### config.mk
export PLATFORM = sky130hd
export DESIGN_NAME = grouped_l21_distance_unit
export DESIGN_NICKNAME = d
export VERILOG_FILES = /design/src/hdl/gl21_pkg.sv /design/src/hdl/gl21_lane.sv /design/src/hdl/gl21_merge.sv /design/src/hdl/gl21_sqrt.sv /design/src/hdl/grouped_l21_distance_unit.sv
export SDC_FILE = /design/constraint.sdc
export NUM_CORES = 2
export LEC_CHECK = 0
export BUFFER_PORTS_ARGS = -buffer_cell sky130_fd_sc_hd__buf_2
export CORE_UTILIZATION = 45
export CTS_BUF_LIST = sky130_fd_sc_hd__clkbuf_8
export DETAILED_ROUTE_END_ITERATION = 8
export HOLD_SLACK_MARGIN = 0.08
export PLACE_DENSITY = 0.61
export SYNTH_ARGS = -nofsm -noshare
export SYNTH_HDL_FRONTEND = slang
export SYNTH_SLANG_ARGS = --single-unit
### constraint.sdc
create_clock -name clk_i -period 15.1 [get_ports clk_i]
set_input_delay 3.02 -clock clk_i [delete_from_list [all_inputs] [get_ports clk_i]]
set_output_delay 3.02 -clock clk_i [all_outputs]
set_load 0.01 [all_outputs]
### src/hdl/gl21_pkg.sv
// ----------------------------------------------------------------------------
// gl21_pkg
// Shared widths, register indexes and controller states for the grouped L2,1
// distance unit.
// ----------------------------------------------------------------------------
`default_nettype none

package gl21_pkg;

  localparam int unsigned LANES    = 4;
  localparam int unsigned COORD_W  = 16;
  localparam int unsigned ABS_W    = COORD_W;
  localparam int unsigned SQ_W     = 2 * ABS_W;
  localparam int unsigned SUMSQ_W  = SQ_W + 2;
  localparam int unsigned ROOT_W   = SUMSQ_W / 2;
  localparam int unsigned ITER_W   = $clog2(ROOT_W);
  localparam int unsigned SUM_W    = 40;
  localparam int unsigned TAG_W    = 16;
  localparam int unsigned IN_DW    = 2 * LANES * COORD_W + SUM_W + TAG_W;
  localparam int unsigned OUT_DW   = SUM_W + TAG_W;
  localparam int unsigned BOUND_LO = 2 * LANES * COORD_W;
  localparam int unsigned TAG_LO   = BOUND_LO + SUM_W;

  // configuration register indexes
  localparam logic REG_EARLY_EXIT = 1'b0;
  localparam logic REG_SQUARED    = 1'b1;

  typedef enum logic [2:0] {
    ST_IDLE,
    ST_MERGE,
    ST_LAUNCH,
    ST_ROOT,
    ST_ACC
  } state_e;

endpackage

`default_nettype wire

### src/hdl/gl21_lane.sv
// ----------------------------------------------------------------------------
// gl21_lane
// One coordinate lane: absolute difference of query and point, squared and
// registered.
// ----------------------------------------------------------------------------
`default_nettype none

module gl21_lane (
  input  wire logic                       clk_i,
  input  wire logic                       en_i,
  input  wire logic [gl21_pkg::COORD_W-1:0] query_i,
  input  wire logic [gl21_pkg::COORD_W-1:0] point_i,
  output logic [gl21_pkg::SQ_W-1:0]       sq_o
);

  logic signed [gl21_pkg::COORD_W:0] diff;
  logic        [gl21_pkg::COORD_W:0] mag;
  logic        [gl21_pkg::ABS_W-1:0] abs_val;
  logic        [gl21_pkg::SQ_W-1:0]  sq_q;

  always_comb begin
    diff = $signed({query_i[gl21_pkg::COORD_W-1], query_i})
         - $signed({point_i[gl21_pkg::COORD_W-1], point_i});
    mag  = diff[gl21_pkg::COORD_W] ? unsigned'(-diff) : unsigned'(diff);
    // magnitude never exceeds 2^COORD_W - 1
    abs_val = mag[gl21_pkg::ABS_W-1:0];
  end

  always_ff @(posedge clk_i) begin
    if (en_i) begin
      sq_q <= abs_val * abs_val;
    end
  end

  assign sq_o = sq_q;

endmodule

`default_nettype wire

### src/hdl/gl21_merge.sv
// ----------------------------------------------------------------------------
// gl21_merge
// Adds the lane squares of one group into the group's sum of squares.
// ----------------------------------------------------------------------------
`default_nettype none

module gl21_merge (
  input  wire logic                                         clk_i,
  input  wire logic                                         en_i,
  input  wire logic [gl21_pkg::LANES-1:0][gl21_pkg::SQ_W-1:0] sq_i,
  output logic [gl21_pkg::SUMSQ_W-1:0]                      sumsq_o
);

  logic [gl21_pkg::SUMSQ_W-1:0] total;
  logic [gl21_pkg::SUMSQ_W-1:0] sumsq_q;

  always_comb begin
    total = '0;
    for (int i = 0; i < gl21_pkg::LANES; i++) begin
      total = total + gl21_pkg::SUMSQ_W'(sq_i[i]);
    end
  end

  always_ff @(posedge clk_i) begin
    if (en_i) begin
      sumsq_q <= total;
    end
  end

  assign sumsq_o = sumsq_q;

endmodule

`default_nettype wire

### src/hdl/gl21_sqrt.sv
// ----------------------------------------------------------------------------
// gl21_sqrt
// Iterative floor square root, one root bit per cycle.
// ----------------------------------------------------------------------------
`default_nettype none

module gl21_sqrt (
  input  wire logic                          clk_i,
  input  wire logic                          rst_ni,
  input  wire logic                          start_i,
  input  wire logic [gl21_pkg::SUMSQ_W-1:0]  x_i,
  output logic                               busy_o,
  output logic                               done_o,
  output logic [gl21_pkg::ROOT_W-1:0]        root_o
);

  logic [gl21_pkg::SUMSQ_W-1:0] x_q, x_d;
  logic [gl21_pkg::SUMSQ_W-1:0] root_q, root_d;
  logic [gl21_pkg::ITER_W-1:0]  k_q, k_d;
  logic                         busy_q, busy_d;
  logic                         done_q, done_d;
  logic [gl21_pkg::SUMSQ_W-1:0] bit_val;
  logic [gl21_pkg::SUMSQ_W-1:0] trial;

  always_comb begin
    bit_val = {{(gl21_pkg::SUMSQ_W-1){1'b0}}, 1'b1} << {k_q, 1'b0};
    trial   = root_q + bit_val;
    x_d     = x_q;
    root_d  = root_q;
    k_d     = k_q;
    busy_d  = busy_q;
    done_d  = 1'b0;
    if (start_i) begin
      x_d    = x_i;
      root_d = '0;
      k_d    = gl21_pkg::ITER_W'(gl21_pkg::ROOT_W - 1);
      busy_d = 1'b1;
    end else if (busy_q) begin
      if (x_q >= trial) begin
        x_d    = x_q - trial;
        root_d = (root_q >> 1) + bit_val;
      end else begin
        root_d = root_q >> 1;
      end
      k_d = k_q - 1'b1;
      if (k_q == '0) begin
        busy_d = 1'b0;
        done_d = 1'b1;
      end
    end
  end

  always_ff @(posedge clk_i or negedge rst_ni) begin
    if (!rst_ni) begin
      busy_q <= 1'b0;
      done_q <= 1'b0;
    end else begin
      busy_q <= busy_d;
      done_q <= done_d;
    end
  end

  always_ff @(posedge clk_i) begin
    x_q    <= x_d;
    root_q <= root_d;
    k_q    <= k_d;
  end

  assign busy_o = busy_q;
  assign done_o = done_q;
  assign root_o = root_q[gl21_pkg::ROOT_W-1:0];

endmodule

`default_nettype wire

### src/hdl/grouped_l21_distance_unit.sv
// ----------------------------------------------------------------------------
// grouped_l21_distance_unit
// L2,1 mixed-norm distance between a query vector and a stored point, one
// 4-D group per input item, with early exit against a per-item bound.
// ----------------------------------------------------------------------------
// Usage:
//   s_axis carries one group: both vectors' four coordinates, the bound and
//   the point tag in tdata, the last-group mark in tlast. m_axis returns the
//   distance and tag in tdata and the exceeded flag in tuser, at most one
//   item per input item. cfg (always ready) writes early_exit_enable (index 0)
//   and squared_mode (index 1): the user must write it while idle (unchecked).
// Timing:
//   a group passes the lane registers and the merge adder, then launches the
//   shared bit-serial square root and waits for its result before the
//   accumulate step; in squared mode it goes from the merge adder straight
//   to the accumulate step. No new item is taken while a group is in work;
//   the next one can be taken in the cycle after the accumulate step ends.
//   Items absorbed after an early exit are taken one per cycle.
// Reset:
//   clears the running sum, the absorb flag and the output valid flag;
//   early exit enabled, squared mode off.
// Stall:
//   a result waits in the output register; a new item can be accepted and
//   worked on meanwhile, and holds in the accumulate step if it has a result.
// ----------------------------------------------------------------------------
`default_nettype none

module grouped_l21_distance_unit (
  input  wire logic                        clk_i,
  input  wire logic                        rst_ni,
  // query_x0..3, point_x0..3, bound, point_tag (lowest bit up)
  input  wire logic [gl21_pkg::IN_DW-1:0]  s_axis_tdata,
  input  wire logic                        s_axis_tlast,
  input  wire logic                        s_axis_tvalid,
  output logic                             s_axis_tready,
  // distance, result_tag (lowest bit up)
  output logic [gl21_pkg::OUT_DW-1:0]      m_axis_tdata,
  // exceeded
  output logic                             m_axis_tuser,
  output logic                             m_axis_tvalid,
  input  wire logic                        m_axis_tready,
  input  wire logic                        cfg_valid_i,
  output logic                             cfg_ready_o,
  input  wire logic                        cfg_index_i,
  input  wire logic                        cfg_data_i
);

  gl21_pkg::state_e state_q, state_d;

  logic                                      early_q, squared_q;
  logic                                      skipping_q, skipping_d;
  logic [gl21_pkg::SUM_W-1:0]                run_q, run_d;
  logic [gl21_pkg::SUM_W-1:0]                bound_q;
  logic [gl21_pkg::TAG_W-1:0]                tag_q;
  logic                                      last_q;
  logic                                      out_valid_q, out_valid_d;
  logic [gl21_pkg::SUM_W-1:0]                out_dist_q;
  logic                                      out_exc_q;
  logic [gl21_pkg::TAG_W-1:0]                out_tag_q;

  logic                                      in_accept;
  logic                                      lane_en;
  logic                                      merge_en;
  logic                                      sqrt_start;
  logic                                      sqrt_busy;
  logic                                      sqrt_done;
  logic [gl21_pkg::ROOT_W-1:0]               root;
  logic [gl21_pkg::LANES-1:0][gl21_pkg::SQ_W-1:0] lane_sq;
  logic [gl21_pkg::SUMSQ_W-1:0]              sumsq;

  logic [gl21_pkg::SUM_W-1:0]                add_val;
  logic [gl21_pkg::SUM_W:0]                  sum_wide;
  logic [gl21_pkg::SUM_W-1:0]                sum_sat;
  logic                                      hit;
  logic                                      produce;
  logic                                      out_load;
  logic                                      acc_done;

  assign in_accept = s_axis_tvalid && s_axis_tready;

  // ---- lanes, merge, root ----
  for (genvar g = 0; g < gl21_pkg::LANES; g++) begin : g_lane
    gl21_lane u_lane (
      .clk_i   (clk_i),
      .en_i    (lane_en),
      .query_i (s_axis_tdata[g*gl21_pkg::COORD_W +: gl21_pkg::COORD_W]),
      .point_i (s_axis_tdata[(gl21_pkg::LANES+g)*gl21_pkg::COORD_W +: gl21_pkg::COORD_W]),
      .sq_o    (lane_sq[g])
    );
  end

  gl21_merge u_merge (
    .clk_i   (clk_i),
    .en_i    (merge_en),
    .sq_i    (lane_sq),
    .sumsq_o (sumsq)
  );

  gl21_sqrt u_sqrt (
    .clk_i   (clk_i),
    .rst_ni  (rst_ni),
    .start_i (sqrt_start),
    .x_i     (sumsq),
    .busy_o  (sqrt_busy),
    .done_o  (sqrt_done),
    .root_o  (root)
  );

  // ---- accumulate and decide ----
  always_comb begin
    add_val  = squared_q ? gl21_pkg::SUM_W'(sumsq) : gl21_pkg::SUM_W'(root);
    sum_wide = {1'b0, run_q} + {1'b0, add_val};
    sum_sat  = sum_wide[gl21_pkg::SUM_W] ? '1 : sum_wide[gl21_pkg::SUM_W-1:0];
    hit      = early_q && (sum_sat > bound_q);
    produce  = hit || last_q;
    acc_done = (state_q == gl21_pkg::ST_ACC) && !(produce && out_valid_q && !m_axis_tready);
  end

  // ---- next state ----
  always_comb begin
    state_d = state_q;
    case (state_q)
      gl21_pkg::ST_IDLE: begin
        if (in_accept && !skipping_q) state_d = gl21_pkg::ST_MERGE;
      end
      gl21_pkg::ST_MERGE: begin
        state_d = squared_q ? gl21_pkg::ST_ACC : gl21_pkg::ST_LAUNCH;
      end
      gl21_pkg::ST_LAUNCH: begin
        state_d = gl21_pkg::ST_ROOT;
      end
      gl21_pkg::ST_ROOT: begin
        if (sqrt_done) state_d = gl21_pkg::ST_ACC;
      end
      gl21_pkg::ST_ACC: begin
        if (acc_done) state_d = gl21_pkg::ST_IDLE;
      end
      default: state_d = gl21_pkg::ST_IDLE;
    endcase
  end

  // ---- outputs of the controller ----
  always_comb begin
    s_axis_tready = (state_q == gl21_pkg::ST_IDLE);
    lane_en       = in_accept && !skipping_q;
    merge_en      = (state_q == gl21_pkg::ST_MERGE);
    sqrt_start    = (state_q == gl21_pkg::ST_LAUNCH);
    out_load      = acc_done && produce;
    skipping_d    = skipping_q;
    run_d         = run_q;
    if (in_accept && skipping_q && s_axis_tlast) begin
      skipping_d = 1'b0;
    end
    if (acc_done) begin
      run_d = produce ? '0 : sum_sat;
      // absorb the rest of the vector pair after an early exit
      skipping_d = hit && !last_q;
    end
    out_valid_d = out_load || (out_valid_q && !m_axis_tready);
  end

  always_ff @(posedge clk_i or negedge rst_ni) begin
    if (!rst_ni) begin
      state_q     <= gl21_pkg::ST_IDLE;
      early_q     <= 1'b1;
      squared_q   <= 1'b0;
      skipping_q  <= 1'b0;
      run_q       <= '0;
      out_valid_q <= 1'b0;
    end else begin
      state_q     <= state_d;
      skipping_q  <= skipping_d;
      run_q       <= run_d;
      out_valid_q <= out_valid_d;
      if (cfg_valid_i && cfg_ready_o) begin
        case (cfg_index_i)
          gl21_pkg::REG_EARLY_EXIT: early_q   <= cfg_data_i;
          gl21_pkg::REG_SQUARED:    squared_q <= cfg_data_i;
          default: ;
        endcase
      end
    end
  end

  always_ff @(posedge clk_i) begin
    if (in_accept) begin
      bound_q <= s_axis_tdata[gl21_pkg::BOUND_LO +: gl21_pkg::SUM_W];
      tag_q   <= s_axis_tdata[gl21_pkg::TAG_LO +: gl21_pkg::TAG_W];
      last_q  <= s_axis_tlast;
    end
    if (out_load) begin
      out_dist_q <= sum_sat;
      out_exc_q  <= hit;
      out_tag_q  <= tag_q;
    end
  end

  assign cfg_ready_o   = 1'b1;
  assign m_axis_tvalid = out_valid_q;
  assign m_axis_tdata  = {out_tag_q, out_dist_q};
  assign m_axis_tuser  = out_exc_q;

  // ---- assertions ----
  a_done_in_root: assert property (@(posedge clk_i) disable iff (!rst_ni)
    sqrt_done |-> (state_q == gl21_pkg::ST_ROOT))
    else $error("root finished outside the root wait state");

  a_start_idle_unit: assert property (@(posedge clk_i) disable iff (!rst_ni)
    sqrt_start |-> !sqrt_busy)
    else $error("root unit started while busy");

  a_skip_after_exit: assert property (@(posedge clk_i) disable iff (!rst_ni)
    $rose(skipping_q) |-> (m_axis_tvalid && m_axis_tuser))
    else $error("absorbing began without an early-exit result");

endmodule

`default_nettype wire
---- Word level (Yosys, flattened, before mapping) ----
Cells that the tools add are included.
word-level totals
  flip-flop bits (word level) ............. 398
  output and inout bits ................... 60
  logic and storage cells ................. 103
cells by class
  add/sub/neg operators ................... 16
  $mul .................................... 4
  magnitude comparators ................... 2
  equal/unequal tests ..................... 7
  shifts and indexed selects .............. 1
  muxes and demuxes ....................... 24
  bitwise gates (word level) .............. 1
  reduce and logical (&&, ||, !) cells .... 26
operator list
  operator              count
  $mux 34               5
  $mul 16x16->32        4
  $mux 40               2
  $add 34x32->34        2
  $sub 16x16->17        4
  $mux 16               4
  $neg 16->16           4
  $add 40x34->41        1
  $gt 40x40->1          1
  $add 33x34->34        1
  $add 34x34->34        1
  $ge 34x34->1          1
  $shl 1x6->34 const A  1
  $sub 34x34->34        1
  $add 32x32->33        1
  $pmux 3 s5            1
  $mux 3                4
  $logic_and 1x1->1     11
  $mux 1                8
  $eq 3x2->1 const B    2
  $reduce_and 2->1      3
  $reduce_bool 2->1     3
  $logic_not 5->1       1
  $sub 5x1->5 const B   1
  other kinds (9)       14

---- Depth between registers and ports, before layout ----
  word-level depth ........................ 12
  mapped depth ............................ 42

---- By module ----
From an unflattened synthesis, not the netlist that was laid out.
second synthesis, totals
  cell total of the unflattened synthesis .. 6367
  area total of the unflattened synthesis .. 58329.7 µm²
modules (own cells, without submodules)
  module                             instances  cells an instance  area each (µm²)  seq. area each (µm²)
  gl21_lane at g_lane[0].u_lane ...  2          1008               9211.3           930.9
  gl21_lane at g_lane[3].u_lane      1          1049               9480.3           930.9
  gl21_lane at g_lane[2].u_lane      1          1001               9156.3           930.9
  grouped_l21_distance_unit          1          855                9078.7           4600.7
  gl21_sqrt                          1          939                7548.5           1851.8
  gl21_merge                         1          507                4643.2           1021.0

---- Worst setup path after synthesis ----
OpenSTA, ideal clock, no wires.
  path kind ............................... input-to-reg
  start point ............................. input s_axis_tdata[16] (netlist name)
  end point ............................... register g_lane[1].u_lane.sq_q, in the netlist g_lane[1].u_lane.sq_o[31], data pin
  setup time .............................. 0.269 ns
  arrival ................................. 11.529 ns
  path slack .............................. 3.301 ns
  stages on the path ...................... 38
  buffers on the path ..................... 2
  cell sequence ........................... inv_1 ha_1 fa_1 nor2b_1 o31a_1 o221a_2 o21ai_1 a21oi_1 o21ai_1 a31oi_1 clkbuf_1 o21bai_1 xnor2_1 inv_1 clkbuf_1 nor2_1 fa_1 inv_1 [2 not listed] fa_1 inv_1 fa_1 fa_1 fa_1 inv_1 ha_1 and3_1 nor2b_1 a31oi_1 a31oi_1 o22ai_1 o211ai_1 a31oi_1 inv_1 a221o_1 a21oi_1 xor3_1
on the way
  word-level cells in the longest chain between the ends .. 4
ends and longest elaborated chain
  what                    line                             source
  start: declaration      grouped_l21_distance_unit.sv:32  input wire logic [gl21_pkg::IN_DW-1:0] s_axis_tdata,
  $sub 16x16->17 (*)      gl21_lane.sv:23                  - $signed({point_i[gl21_pkg::COORD_W-1], point_i});
  $neg 16->16             gl21_lane.sv:24                  mag = diff[gl21_pkg::COORD_W] ? unsigned'(-diff) : unsigned'(diff);
  $mux 16 (*)             gl21_lane.sv:24
  $mul 16x16->32 (*)      gl21_lane.sv:31                  sq_q <= abs_val * abs_val;
  end signal: assignment  gl21_lane.sv:31
  end: declaration        gl21_lane.sv:19                  logic [gl21_pkg::SQ_W-1:0] sq_q;
Mark *: on every way between the ends. The rest lies on a longest branch, timed or not.
A chain may end at the register's enable or synchronous reset.

---- Worst setup path after layout ----
Ends and elaborated chain as after synthesis.

==> results.toml <==
[critical_path]
critPathLaunchType = "input port"
cp_slowest_cell = "a31oi_1"
path_max_fanout = 13
critPathMaxStageDelay_ns = 0.78
crit_path_end_kind = "register"
crit_type = "in2reg"
required_ns = 15.48
cp.arrival_ns = 13.23

[drt]
drtIter0Drc = 2206
dr.pass1.iters = 6
drcViolationCount = 0
drt-total-wl_mm = 138
wire_per_inst_microns = 17.1
postRouteAntennaNets = 0
routed_via_density = 5.25
via_count = 42500

[global_routing]
met3_usage_pct = 2.18
grt_pass1_vias = 43600
met2_usage_pct = 38.8
antenna_found_initial = 2
grt_max_degree = 73
grt_use_total_pct = 22.0
use_met1_pct = 28.9
grt.busiest_layer = "met2"
gr-total-overflow = 0
grt_pass1_wl_mm = 225

[clocking]
ctsHtreeMaxLevel = 3
cts_made_buffers = 76
cts.path.max_buffers = 3
cts.sinks = 394
cts-root-buf = "clkbuf_8"
clock_latency_ns = 0.69
cts_setup_buffers = 0
cts_tree = "yes"
cts.repair.resized = 0
clkTransAtPathRegs_ns = 0.06
holdBufCountCts = 0

[floorplan]
die_y_microns = 356
die_w_microns = 356
die_area_sq_um = 127000
io_pins = 252
initial_core_util_pct = 45.5
row_count = 129
core_area_sq_um = 124000

[layout]
stdcell_area_sq_um = 61300
fillers = 11700
area_growth_pct = 8.36
final_core_util_pct = 49.4
drive_above_1_share_pct = 8.16
fin_nets = 7937

[sta]
finalHoldViolations = 0
fin_crit_sh_pct = 85.1
worst_slew_pin_slew_ns = 1.14
timing.hold.ws_ns = 0.412
rsz0062_at_grt = "no"
max-slew-margin-rel_pct = 23.1
min_period_ns = 12.85
fmax_ghz = 0.0778
clock-skew-final_ns = 0.0606
slew_viol_final = 0
tns_ns = 0
setup_violations = 0

[place]
dp_hpwl_mm = 113
io_buffers = 250
dpl_cell_area_sq_um = 59700
place.gp.congestion = 0.890

[synth]
synth_compound_area_share_pct = 12.9
synth-seq-cells = 394
synth_top_area_share_pct = 24.3
synth.most_common_cell = "inv_1"
synth_largest_area_cell = "fa_1"
synth-seq-area-share_pct = 19.8
netlist_top_cells_count = "1250 x inv_1, 686 x fa_1, 666 x ha_1"
synthArstFlopShare_pct = 12.4
yosys.area_share.adder_pct = 39.0
ys_warn_count = 0
yosys.area_share.simple_pct = 11.8
synth_edf_count = 306
synthFlopType = "edfxtp_1"
synth_mux_area_share_pct = 0.777
yosys.cell_types.count = 106
yosys-top-cells-area = "fa_1 24%, edfxtp_1 16%, ha_1 15%, inv_1 8.3%, xnor2_1 3.8%"
syn_avg_cell_area_sq_um = 9.19
synth_xor_area_share_pct = 6.31
syn_area_sq_um = 56500
synth_top_family_by_area = "adder cells"
synth_cells = 6155

[job]
cap_violations = 0

[worst_hold_path]
worstHoldPathType = "reg2reg"

[run_status]
outcome = "finished clean"
## stage by stage
| step | setup slack [ns] | cells |
|---|---|---|
| global route | 1.47 | 8095 |
| finish | 2.25 | 8095 |
| CTS | 2.35 | 8093 |
| floorplan | 3.30 | 6156 |
| detailed placement | 1.69 | 7952 |
| global placement | 1.90 | 7952 |
## routing by layer
layer / vias to the layer above / wire length [microns]
met5: - / 0
met4: 0 / 2790
met2: 962 / 68400
met3: 164 / 6000
met1: 20700 / 61100
li1: 20600 / -
## cell families (layout without fill, tap and decap cells)
group,Yosys count,in the layout
adders and majority gates,1352,1352
muxes,41,41
buffers and inverters,1417,1717
and+or+nand+nor,1456,1456
DFF,394,394
AOI/OAI and AO/OA,1093,1093
other,2,5
xor gates and xnor gates,400,400
## worst paths after layout
kind | from | to | slack [ns] | cells past startpoint
setup / recovery | s_axis_tdata[16] | g_lane[1].u_lane.sq_o[31] | 2.25 | 38
hold / removal | tag_q[15] | out_tag_q[15] | 0.41 | 0
setup reg to reg | squared_q | out_dist_q[18] | 6.20 | 26
hold reg to reg | tag_q[15] | out_tag_q[15] | 0.41 | 0
max in group asynchronous | rst_ni | u_sqrt.busy_o | 12.07 | 2
min in group asynchronous | rst_ni | run_q[2] | 2.49 | 2
## cells in the final DEF (no fill, tap or decap), drive strengths merged, types with 69 or more instances in the layout
master     n
a21o     165
a21oi    291
buf      297
clkbuf    78
edfxtp   306
fa       686
ha       666
inv     1286
nand2    453
nand2b    69
nor2     514
nor3      72
o21ai    211
xnor2    247
xor2     152
## registers in the layout (all words and copies together) (netlist names)
register and cells:
squared_q 1, last_q 1, state_q 3, u_sqrt.root_q 34, tag_q 16, u_sqrt.x_q 34
g_lane.u_lane.sq_o 124, m_axis_tvalid 1, out_dist_q 40, u_sqrt.k_q 5, u_sqrt.busy_o 1, out_tag_q 16
bound_q 40, u_merge.sumsq_o 34, run_q 40, m_axis_tuser 1, early_q 1, u_sqrt.done_o 1
skipping_q 1
## area by class of cell
cell class | instances | area [sq um] | share of cell area (%)
tap | 1637 | 2050 | 3.34
clock buffer | 78 | 1070 | 1.75
multi-input combinational | 4345 | 40100 | 65.4
clock inverter | 63 | 459 | 0.750
timing repair buffer | 297 | 1600 | 2.62
sequential | 394 | 11200 | 18.3
inverter | 1279 | 4800 | 7.84
antenna | 2 | 5.00 | 0.00817
## critical path, delay by kind of cell
| family | cells | cell delay [ns] |
|---|---|---|
| fa+ha+maj | 9 | 3.91 |
| compound gates | 14 | 3.64 |
| buf+inv | 9 | 0.94 |
| simple gates | 4 | 0.73 |
| xor+xnor | 2 | 0.98 |
Power is not shown: default switching activity piles up to over one toggle a cycle in this logic, so the estimate is an artifact.
